`config.mk`:
```
export PLATFORM = sky130hd
export DESIGN_NAME = fact_table_query_matcher_unit
export DESIGN_NICKNAME = d
export VERILOG_FILES = /design/src/rtl/ftqm_pkg.sv /design/src/rtl/fact_table_query_matcher_unit.sv /design/src/rtl/ftqm_dp.sv /design/src/rtl/ftqm_ctrl.sv
export SDC_FILE = /design/constraint.sdc
export NUM_CORES = 2
export LEC_CHECK = 0
export BUFFER_PORTS_ARGS = -buffer_cell sky130_fd_sc_hd__buf_2
export CORE_AREA = 4 4 454 456
export CTS_CLUSTER_DIAMETER = 120
export CTS_CLUSTER_SIZE = 40
export DETAILED_ROUTE_END_ITERATION = 7
export DIE_AREA = 0 0 458 460
export PLACE_DENSITY = 0.6
export SLEW_MARGIN = 20
export SYNTH_ARGS = -nofsm -noshare
export SYNTH_HDL_FRONTEND = slang
export SYNTH_SLANG_ARGS = --single-unit
```
`constraint.sdc`:
```
create_clock -name clk -period 10.2 [get_ports clk]
set_input_delay 1.02 -clock clk [delete_from_list [all_inputs] [get_ports clk]]
set_output_delay 1.02 -clock clk [all_outputs]
set_load 0.02 [all_outputs]
```
`src/rtl/ftqm_pkg.sv`:
```
// Shared types, codes and defaults for the fact table query matcher.
// No dependencies; every other file imports this package.
`timescale 1ns / 1ps

package ftqm_pkg;

  localparam int ATOM_W         = 8;
  localparam int ARG_SLOTS      = 4;
  localparam int ARITY_W        = 3;
  localparam int CAP_W          = 6;
  localparam int SOLUTION_LIMIT = 32;

  localparam int FACT_DEPTH_DEF = 32;
  localparam int MAX_ARGS_DEF   = 4;
  localparam int ATOM_COUNT_DEF = 256;
  localparam int FUNC_DEPTH_DEF = 16;

  typedef enum logic [1:0] {
    OP_INSERT = 2'd0,
    OP_QUERY  = 2'd1,
    OP_MARK   = 2'd2,
    OP_CHECK  = 2'd3
  } op_t;

  typedef enum logic [1:0] {
    KIND_SOLUTION = 2'd0,
    KIND_END      = 2'd1,
    KIND_STATUS   = 2'd2,
    KIND_VERDICT  = 2'd3
  } kind_t;

  typedef enum logic [1:0] {
    ST_OK        = 2'd0,
    ST_FULL      = 2'd1,
    ST_MALFORMED = 2'd2
  } status_t;

  typedef enum logic [1:0] {
    VD_UNKNOWN    = 2'd0,
    VD_CONFIRM    = 2'd1,
    VD_CONTRADICT = 2'd2
  } verdict_t;

  typedef struct packed {
    op_t                op;
    logic [ATOM_W-1:0]  pred_atom;
    logic [ARITY_W-1:0] arity;
    logic [ATOM_W-1:0]  arg_a;
    logic [ATOM_W-1:0]  arg_b;
    logic [ATOM_W-1:0]  arg_c;
    logic [ATOM_W-1:0]  arg_d;
    logic [3:0]         var_mask;
  } req_t;

  typedef struct packed {
    kind_t              kind;
    status_t            status;
    verdict_t           verdict;
    logic [2:0]         binding_count;
    logic [ATOM_W-1:0]  bound_first;
    logic [ATOM_W-1:0]  bound_second;
    logic [ATOM_W-1:0]  bound_third;
    logic [ATOM_W-1:0]  bound_fourth;
    logic [CAP_W-1:0]   solution_count;
    logic               last;
  } rsp_t;

  // One stored fact; unused argument slots hold zero.
  typedef struct packed {
    logic [ATOM_W-1:0]                 pred;
    logic [ARITY_W-1:0]                arity;
    logic [ARG_SLOTS-1:0][ATOM_W-1:0]  args;
  } fact_t;

  // Controller to datapath commands.
  typedef struct packed {
    logic load_req;
    logic decode;
    logic fact_write;
    logic fact_scan_start;
    logic fact_scan;
    logic func_scan_start;
    logic func_scan;
    logic mark_commit;
    logic emit_final;
  } dp_cmd_t;

  // Datapath to controller status.
  typedef struct packed {
    op_t  op;
    logic insert_bad;
    logic fact_full;
    logic mark_bad;
    logic fact_done;
    logic func_done;
    logic same;
    logic diff;
    logic out_free;
  } dp_stat_t;

endpackage

```
`src/rtl/fact_table_query_matcher_unit.sv`:
```
// Insert writes during decode; mark scans the functional set (malformed: no scan);
// query scans the fact table, pausing while a solution word waits on rsp_ready;
// check like query, plus the functional-set scan when only a differing object was
// seen. Insert, mark, check: one word; query: solutions + end. Throughput:
// sequential; one fact per cycle unless stalled; next word after the final word.
// Reset (rst, synchronous): tables empty, max_solutions = 32, no word pending.
`timescale 1ns / 1ps

module fact_table_query_matcher_unit
  import ftqm_pkg::*;
#(
  parameter int FACT_DEPTH = FACT_DEPTH_DEF,  // stored facts, 1..63
  parameter int MAX_ARGS   = MAX_ARGS_DEF,    // arguments per fact, 1..4
  parameter int ATOM_COUNT = ATOM_COUNT_DEF,  // atom ids below this are valid
  parameter int FUNC_DEPTH = FUNC_DEPTH_DEF   // functional predicates, 1..256
) (
  input  logic             clk,
  input  logic             rst,
  // request words
  input  logic             req_valid,
  output logic             req_ready,
  input  req_t             req,
  // result words
  output logic             rsp_valid,
  input  logic             rsp_ready,
  output rsp_t             rsp,
  // max_solutions register
  input  logic             cfg_valid,
  output logic             cfg_ready,
  input  logic [CAP_W-1:0] cfg_data
);

  // The controller only sequences; every table, counter and the result
  // register live in the datapath. Solution words are written straight into
  // the result register during the fact scan, which pauses when a solution is due
  // while that register is full and not being taken.
  dp_cmd_t  cmd;
  dp_stat_t st;

  ftqm_ctrl u_ctrl (
    .clk       (clk),
    .rst       (rst),
    .req_valid (req_valid),
    .req_ready (req_ready),
    .cmd       (cmd),
    .st        (st)
  );

  ftqm_dp #(
    .FACT_DEPTH (FACT_DEPTH),
    .MAX_ARGS   (MAX_ARGS),
    .ATOM_COUNT (ATOM_COUNT),
    .FUNC_DEPTH (FUNC_DEPTH)
  ) u_dp (
    .clk       (clk),
    .rst       (rst),
    .req       (req),
    .cfg_valid (cfg_valid),
    .cfg_ready (cfg_ready),
    .cfg_data  (cfg_data),
    .rsp_valid (rsp_valid),
    .rsp_ready (rsp_ready),
    .rsp       (rsp),
    .cmd       (cmd),
    .st        (st)
  );

endmodule

```
`src/rtl/ftqm_dp.sv`:
```
// Datapath: request latch, fact and functional-set memories, scan pointers,
// match logic, result register and the max_solutions register. Uses ftqm_pkg.
`timescale 1ns / 1ps

module ftqm_dp
  import ftqm_pkg::*;
#(
  parameter int FACT_DEPTH = FACT_DEPTH_DEF,
  parameter int MAX_ARGS   = MAX_ARGS_DEF,
  parameter int ATOM_COUNT = ATOM_COUNT_DEF,
  parameter int FUNC_DEPTH = FUNC_DEPTH_DEF
) (
  input  logic             clk,
  input  logic             rst,
  input  req_t             req,
  input  logic             cfg_valid,
  output logic             cfg_ready,
  input  logic [CAP_W-1:0] cfg_data,
  output logic             rsp_valid,
  input  logic             rsp_ready,
  output rsp_t             rsp,
  input  dp_cmd_t          cmd,
  output dp_stat_t         st
);

  localparam int FA_W = (FACT_DEPTH > 1) ? $clog2(FACT_DEPTH) : 1;
  localparam int FC_W = $clog2(FACT_DEPTH + 1);
  localparam int UA_W = (FUNC_DEPTH > 1) ? $clog2(FUNC_DEPTH) : 1;
  localparam int UC_W = $clog2(FUNC_DEPTH + 1);

  req_t                             req_q;
  logic [CAP_W-1:0]                 max_solutions;
  logic [CAP_W-1:0]                 cap;

  fact_t                            fact_mem [FACT_DEPTH];
  fact_t                            fact_rd;
  fact_t                            new_fact;
  logic [FC_W-1:0]                  fact_count;
  logic [FC_W-1:0]                  fidx;
  logic                             fv;
  logic                             fact_full;

  logic [ATOM_W-1:0]                func_mem [FUNC_DEPTH];
  logic [ATOM_W-1:0]                func_rd;
  logic [UC_W-1:0]                  func_count;
  logic [UC_W-1:0]                  uidx;
  logic                             uv;
  logic                             func_full;
  logic                             func_issue;

  status_t                          stat;
  logic                             same;
  logic                             diff;
  logic                             found;
  logic [CAP_W-1:0]                 n;

  logic [ARG_SLOTS-1:0][ATOM_W-1:0] qargs;
  logic                             pred_bad;
  logic                             arity_bad;
  logic                             insert_bad;

  // match evaluation on the fact read out this cycle
  logic [ARG_SLOTS-1:0][ATOM_W-1:0] vars;
  logic [ARG_SLOTS-1:0][ATOM_W-1:0] bound;
  logic [2:0]                       nb;
  logic                             ok;
  logic                             hit;
  logic [ATOM_W-1:0]                hit_val;
  logic                             chk_hit;
  logic                             chk_same;

  logic                             emit_sol;
  logic                             stall;
  logic                             fact_issue;
  logic                             fact_eval;
  logic                             load_sol;
  rsp_t                             rsp_d;

  assign cfg_ready = 1'b1;
  assign qargs = {req_q.arg_d, req_q.arg_c, req_q.arg_b, req_q.arg_a};
  assign cap = (max_solutions > CAP_W'(SOLUTION_LIMIT)) ? CAP_W'(SOLUTION_LIMIT)
                                                        : max_solutions;

  assign pred_bad  = (req_q.pred_atom == '0) ||
                     (32'(req_q.pred_atom) >= 32'(ATOM_COUNT));
  assign arity_bad = (req_q.arity == '0) || (req_q.arity > ARITY_W'(MAX_ARGS));
  assign fact_full = fact_count >= FC_W'(FACT_DEPTH);
  assign func_full = func_count >= UC_W'(FUNC_DEPTH);

  always_comb begin
    insert_bad     = pred_bad || arity_bad;
    new_fact       = '0;
    new_fact.pred  = req_q.pred_atom;
    new_fact.arity = req_q.arity;
    for (int i = 0; i < ARG_SLOTS; i++) begin
      if (ARITY_W'(i) < req_q.arity) begin
        if (req_q.var_mask[i] || (32'(qargs[i]) >= 32'(ATOM_COUNT))) begin
          insert_bad = 1'b1;
        end
        new_fact.args[i] = qargs[i];
      end
    end
  end

  // Query match: constants compare, variables bind on first occurrence.
  always_comb begin
    vars    = '0;
    bound   = '0;
    nb      = '0;
    hit     = 1'b0;
    hit_val = '0;
    ok      = (fact_rd.pred == req_q.pred_atom) && (fact_rd.arity == req_q.arity);
    for (int i = 0; i < ARG_SLOTS; i++) begin
      hit     = 1'b0;
      hit_val = '0;
      if (ARITY_W'(i) < req_q.arity) begin
        if (!req_q.var_mask[i]) begin
          if (qargs[i] != fact_rd.args[i]) ok = 1'b0;
        end else begin
          for (int k = 0; k < ARG_SLOTS; k++) begin
            if ((3'(k) < nb) && (vars[k] == qargs[i])) begin
              hit     = 1'b1;
              hit_val = bound[k];
            end
          end
          if (hit) begin
            if (hit_val != fact_rd.args[i]) ok = 1'b0;
          end else begin
            vars[nb[1:0]]  = qargs[i];
            bound[nb[1:0]] = fact_rd.args[i];
            nb             = nb + 3'd1;
          end
        end
      end
    end
  end

  assign chk_hit  = (fact_rd.pred == req_q.pred_atom) && (fact_rd.arity >= ARITY_W'(2)) &&
                    (fact_rd.args[0] == qargs[0]);
  assign chk_same = chk_hit && (fact_rd.args[1] == qargs[1]);

  assign emit_sol   = (req_q.op == OP_QUERY) && ok && (n < cap);
  assign stall      = fv && emit_sol && rsp_valid && !rsp_ready;
  assign fact_issue = cmd.fact_scan && !stall && (fidx < fact_count);
  assign fact_eval  = cmd.fact_scan && fv && !stall;
  assign load_sol   = fact_eval && emit_sol;
  assign func_issue = cmd.func_scan && (uidx < func_count);

  // fact memory: one write port, one registered read port
  always_ff @(posedge clk) begin
    if (cmd.fact_write) fact_mem[fact_count[FA_W-1:0]] <= new_fact;
    if (fact_issue) fact_rd <= fact_mem[fidx[FA_W-1:0]];
  end

  always_ff @(posedge clk) begin
    if (cmd.mark_commit && !found && !func_full) begin
      func_mem[func_count[UA_W-1:0]] <= req_q.pred_atom;
    end
    if (func_issue) func_rd <= func_mem[uidx[UA_W-1:0]];
  end

  always_ff @(posedge clk) begin
    if (cmd.load_req) req_q <= req;
  end

  always_ff @(posedge clk) begin
    if (rst) begin
      max_solutions <= CAP_W'(SOLUTION_LIMIT);
      fact_count    <= '0;
      func_count    <= '0;
      fidx          <= '0;
      fv            <= 1'b0;
      uidx          <= '0;
      uv            <= 1'b0;
      stat          <= ST_OK;
      same          <= 1'b0;
      diff          <= 1'b0;
      found         <= 1'b0;
      n             <= '0;
    end else begin
      if (cfg_valid) max_solutions <= cfg_data;
      if (cmd.fact_write) fact_count <= fact_count + FC_W'(1);

      if (cmd.decode) begin
        same  <= 1'b0;
        diff  <= 1'b0;
        found <= 1'b0;
        n     <= '0;
        if (req_q.op == OP_INSERT) begin
          stat <= insert_bad ? ST_MALFORMED : (fact_full ? ST_FULL : ST_OK);
        end else begin
          stat <= pred_bad ? ST_MALFORMED : ST_OK;
        end
      end

      if (cmd.fact_scan_start) begin
        fidx <= '0;
        fv   <= 1'b0;
      end else if (cmd.fact_scan && !stall) begin
        fv <= fact_issue;
        if (fact_issue) fidx <= fidx + FC_W'(1);
      end

      if (fact_eval && (req_q.op == OP_CHECK)) begin
        if (chk_same) same <= 1'b1;
        if (chk_hit && !chk_same) diff <= 1'b1;
      end
      if (load_sol) n <= n + CAP_W'(1);

      if (cmd.func_scan_start) begin
        uidx <= '0;
        uv   <= 1'b0;
      end else if (cmd.func_scan) begin
        uv <= func_issue;
        if (func_issue) uidx <= uidx + UC_W'(1);
      end
      if (uv && (func_rd == req_q.pred_atom)) found <= 1'b1;

      if (cmd.mark_commit) begin
        if (!found && !func_full) func_count <= func_count + UC_W'(1);
        stat <= (!found && func_full) ? ST_FULL : ST_OK;
      end
    end
  end

  // result word
  always_comb begin
    rsp_d = '0;
    if (load_sol) begin
      rsp_d.kind          = KIND_SOLUTION;
      rsp_d.binding_count = nb;
      rsp_d.bound_first   = bound[0];
      rsp_d.bound_second  = bound[1];
      rsp_d.bound_third   = bound[2];
      rsp_d.bound_fourth  = bound[3];
    end else begin
      rsp_d.last = 1'b1;
      unique case (req_q.op)
        OP_QUERY: begin
          rsp_d.kind           = KIND_END;
          rsp_d.solution_count = n;
        end
        OP_CHECK: begin
          rsp_d.kind    = KIND_VERDICT;
          rsp_d.verdict = same ? VD_CONFIRM
                               : ((diff && found) ? VD_CONTRADICT : VD_UNKNOWN);
        end
        OP_INSERT, OP_MARK: begin
          rsp_d.kind   = KIND_STATUS;
          rsp_d.status = stat;
        end
        default: rsp_d.kind = KIND_STATUS;
      endcase
    end
  end

  always_ff @(posedge clk) begin
    if (load_sol || cmd.emit_final) rsp <= rsp_d;
  end

  always_ff @(posedge clk) begin
    if (rst) begin
      rsp_valid <= 1'b0;
    end else if (load_sol || cmd.emit_final) begin
      rsp_valid <= 1'b1;
    end else if (rsp_ready) begin
      rsp_valid <= 1'b0;
    end
  end

  always_comb begin
    st            = '0;
    st.op         = req_q.op;
    st.insert_bad = insert_bad;
    st.fact_full  = fact_full;
    st.mark_bad   = pred_bad;
    st.fact_done  = !fv && (fidx >= fact_count);
    st.func_done  = !uv && (uidx >= func_count);
    st.same       = same;
    st.diff       = diff;
    st.out_free   = !rsp_valid || rsp_ready;
  end

`ifndef SYNTH
  a_write_not_full: assert property (@(posedge clk) disable iff (rst)
    cmd.fact_write |-> !fact_full)
    else $error("fact written into a full table");

  a_write_count: assert property (@(posedge clk) disable iff (rst)
    cmd.fact_write |=> fact_count == FC_W'($past(fact_count) + FC_W'(1)))
    else $error("fact count did not advance on write");

  a_sol_under_cap: assert property (@(posedge clk) disable iff (rst)
    load_sol |-> (n < cap) && !cmd.emit_final)
    else $error("solution emitted past cap or alongside final word");

  a_final_idle_scan: assert property (@(posedge clk) disable iff (rst)
    cmd.emit_final |-> !fv && !uv)
    else $error("final word issued with a scan in flight");
`endif

endmodule

```
`src/rtl/ftqm_ctrl.sv`:
```
// Controller: one-hot sequencer that steps each request through decode, the
// fact and/or functional-set scan its op needs, and the final word. Uses ftqm_pkg.
`timescale 1ns / 1ps

module ftqm_ctrl
  import ftqm_pkg::*;
(
  input  logic     clk,
  input  logic     rst,
  input  logic     req_valid,
  output logic     req_ready,
  output dp_cmd_t  cmd,
  input  dp_stat_t st
);

  typedef enum logic [4:0] {
    S_IDLE   = 5'b00001,
    S_DECODE = 5'b00010,
    S_QSCAN  = 5'b00100,
    S_FSCAN  = 5'b01000,
    S_RESULT = 5'b10000
  } state_t;

  state_t state, state_next;

  always_comb begin
    state_next = state;
    cmd        = '0;
    req_ready  = 1'b0;
    unique case (state)
      S_IDLE: begin
        req_ready = 1'b1;
        if (req_valid) begin
          cmd.load_req = 1'b1;
          state_next   = S_DECODE;
        end
      end
      S_DECODE: begin
        cmd.decode = 1'b1;
        unique case (st.op)
          OP_INSERT: begin
            cmd.fact_write = !st.insert_bad && !st.fact_full;
            state_next     = S_RESULT;
          end
          OP_MARK: begin
            if (st.mark_bad) begin
              state_next = S_RESULT;
            end else begin
              cmd.func_scan_start = 1'b1;
              state_next          = S_FSCAN;
            end
          end
          OP_QUERY, OP_CHECK: begin
            cmd.fact_scan_start = 1'b1;
            state_next          = S_QSCAN;
          end
          default: state_next = S_RESULT;
        endcase
      end
      S_QSCAN: begin
        cmd.fact_scan = 1'b1;
        if (st.fact_done) begin
          // contradict needs a functional predicate, so look it up
          if ((st.op == OP_CHECK) && st.diff && !st.same) begin
            cmd.func_scan_start = 1'b1;
            state_next          = S_FSCAN;
          end else begin
            state_next = S_RESULT;
          end
        end
      end
      S_FSCAN: begin
        cmd.func_scan = 1'b1;
        if (st.func_done) begin
          cmd.mark_commit = (st.op == OP_MARK);
          state_next      = S_RESULT;
        end
      end
      S_RESULT: begin
        if (st.out_free) begin
          cmd.emit_final = 1'b1;
          state_next     = S_IDLE;
        end
      end
      default: state_next = S_IDLE;
    endcase
  end

  always_ff @(posedge clk) begin
    if (rst) begin
      state <= S_IDLE;
    end else begin
      state <= state_next;
    end
  end

endmodule

```
==> metrics <==
number of synthesized register bits 1699; synthesized area per cell 20.4 sq um; CP Capture Type flip-flop; root cell of the clock tree clkbuf_16; Ports 111; Die X 458 um; final setup fails 0; Seq/Total Area, Yosys 0.740; Num CTS Buffers 49; slew of the pin with the lowest slew margin 1.14 ns; routed len/inst 28.8 um; area share of the leading cell type in the synthesized netlist 0.726; Yosys top cell by area edfxtp_1; P_leak 21.7 nW; detailed placement HPWL 95500 um; Initial Util 0.339; H-tree levels 2; register area 50600 sq um; clk buf depth 3; FP Rows 165; YS warnings 0; worst relative slew slack 0.237; Final Hold Slack 0.459 ns; TNS Setup 0 ns; outcome complete, no violations; antenna violations before repair 9; postcts setup bufs 0; first-pass GRT wire length 251000 um; dpl cells 6021; Mapped Area 68300 sq um; Die Area 211000 sq um; skew final 0.0265 ns; crit path kind flip-flop to flip-flop; post-route core utilization 0.366; area grow syn2layout 8.15%; Tmin final 8.09 ns; Layout Cells excl Fill 6087; DR pass1 iterations 8; gpl congestion 0.879; count leader, synth edfxtp_1; fillcell total 18200; total congestion overflow 0; Antenna Nets Post-Route 0; critical path required time 10.56 ns; total of max-cap violations 0; async set-or-reset flop fraction in the synthesized netlist 0; Cells after Synth 3346; Top FF cell, synth edfxtp_1; layout net count 3495; die height 460 um; PortBufs 109; area of the multi-input gates 17200 sq um; largest net degree at the start of global routing 98; crit share post-route 0.793; total power 11.4 mW; HP Class input pin to flip-flop; worst skew pair latency 0.73 ns; unrepaired setup endpoints after global routing false; Fin. Hold Viols 0; via density per instance 5.51; startpoint types flip-flop; vias in the first global route 32900; Unique masters post-synth 85; CTS resizes 0; total number of vias 33600; Critical Path AT 8.44 ns; Post-synth EDFFs 1652; Tot GR Track Use 0.163; CTS tree done; clock sink count 1699; Area contributors post-synth edfxtp_1 (73%), mux4_2 (15%), dfxtp_1 (1.4%), nor2_1 (0.83%), xor2_1 (0.76%); Peak VDD IR 123 uV; clock input transition at the sequential cells of the worst setup and hold paths 0.14 ns; DRC viols 0; share of cells above drive strength 1 0.253; initial DRC count 3973; Fmax achieved 124 MHz; Routed WL 175000 um; Power Dens Cells 154 nW/um^2; Hold-fix buffers, CTS 0; Core ar. 202000 sq um; CP max FO 48; Syn Nets 3441; final count of pins violating max slew 0; commonest cells in the netlist edfxtp_1 (1652), mux4_2 (470), nor2_1 (151)
-- path summary, 6_finish.rpt --
path         slack [ns]  depth (start not counted)                        start                          to
min                0.46                          1                      req[25]    u_dp.qargs[13]$_DFFE_PP_
max reg2reg        2.11                         20  u_dp.new_fact[32]$_DFFE_PP_  u_dp.rsp[34]$_SDFFCE_PN0P_
max                2.11                         20  u_dp.new_fact[32]$_DFFE_PP_  u_dp.rsp[34]$_SDFFCE_PN0P_
min reg2reg        0.48                          2         u_dp.diff$_SDFF_PP0_        u_dp.diff$_SDFF_PP0_
-- critical path, stage by stage (launching register included) --
cell	delay, ns
edfxtp_1	0.35
buf_4	0.35
or3_1	0.37
o2111ai_1	0.21
a211oi_1	0.35
a21oi_1	0.12
buf_4	0.22
nor2_1	0.29
ha_1	0.34
nand4_1	0.58
and2_1	0.55
and2_0	0.28
xnor2_1	0.49
a21oi_1	0.27
a31oi_1	0.35
o221ai_1	0.18
nor3b_1	0.33
nand4_2	0.21
o21bai_4	0.30
nand2_2	0.53
nand2_2	1.00
-- metrics by stage --
step,instance area (sq um),setup WS [ns]
2_1_floorplan,68300,3.14
6_report,73900,2.11
3_3_place_gp,72400,2.32
5_1_grt,73900,1.45
4_1_cts,73900,2.16
3_5_place_dp,72500,2.19
-- sequential cells by signal (all words and copies together), names as in the netlist, 2 cells and up --
signal	cells
u_ctrl.state	5
u_dp.fact_count	6
u_dp.fact_mem	1376
u_dp.fact_rd	43
u_dp.fidx	6
u_dp.func_count	5
u_dp.func_mem	128
u_dp.func_rd	8
u_dp.max_solutions	6
u_dp.n	6
u_dp.new_fact	11
u_dp.qargs	32
u_dp.req_q	4
u_dp.rsp	48
u_dp.st	2
u_dp.stat	2
u_dp.uidx	5
-- power by group --
group,switching [mW],internal [mW]
Combinational,0.465,0.136
Clock,1.98,0.915
Sequential,0.0694,7.84
Total,2.52,8.89
-- cell families (layout without fill, tap and decap cells) --
logic type,after synthesis,in the layout,share of synthesized area
AOI/OAI and AO/OA,218,218,0.0233
xor gates and xnor gates,114,114,0.0146
adders and majority gates,35,35,0.00641
buffers and inverters,243,311,0.0143
DFF,1699,1699,0.740
muxes,539,539,0.166
other,1,2,0.0000549
and+or+nand+nor,497,497,0.0359
-- layer usage --
layer	wire, um	track usage	vias to the layer above	share of wire
li1	-	-	13700	-
met1	74900	0.235	18200	0.43
met2	84000	0.267	1449	0.48
met3	13000	0.0213	181	0.074
met4	3520	0.0323	2	0.020
met5	13	0	-	0.000074
-- placed cells by master (no fill, tap or decap), types with 44 or more instances in the layout --
cell,synthesis,final
mux2_2,44,44
xor2_1,59,59
nand3_1,52,52
a21oi_1,49,49
nand2_1,108,106
buf_2,9,109
edfxtp_1,1652,1652
clkbuf_16,0,49
nor2_1,151,105
mux4_2,470,470
buf_4,1,85
inv_1,46,46
xnor2_1,55,55
-- area by class of cell --
type	instances	share of cell area
clock inverter	7	0.00157
multi-input combinational	1404	0.232
timing repair buffer	199	0.0175
clock buffer	58	0.0170
tap	2672	0.0452
inverter	47	0.00239
sequential	1699	0.684
antenna	1	0.0000339
No activity file was read; power rests on OpenSTA's default activity.
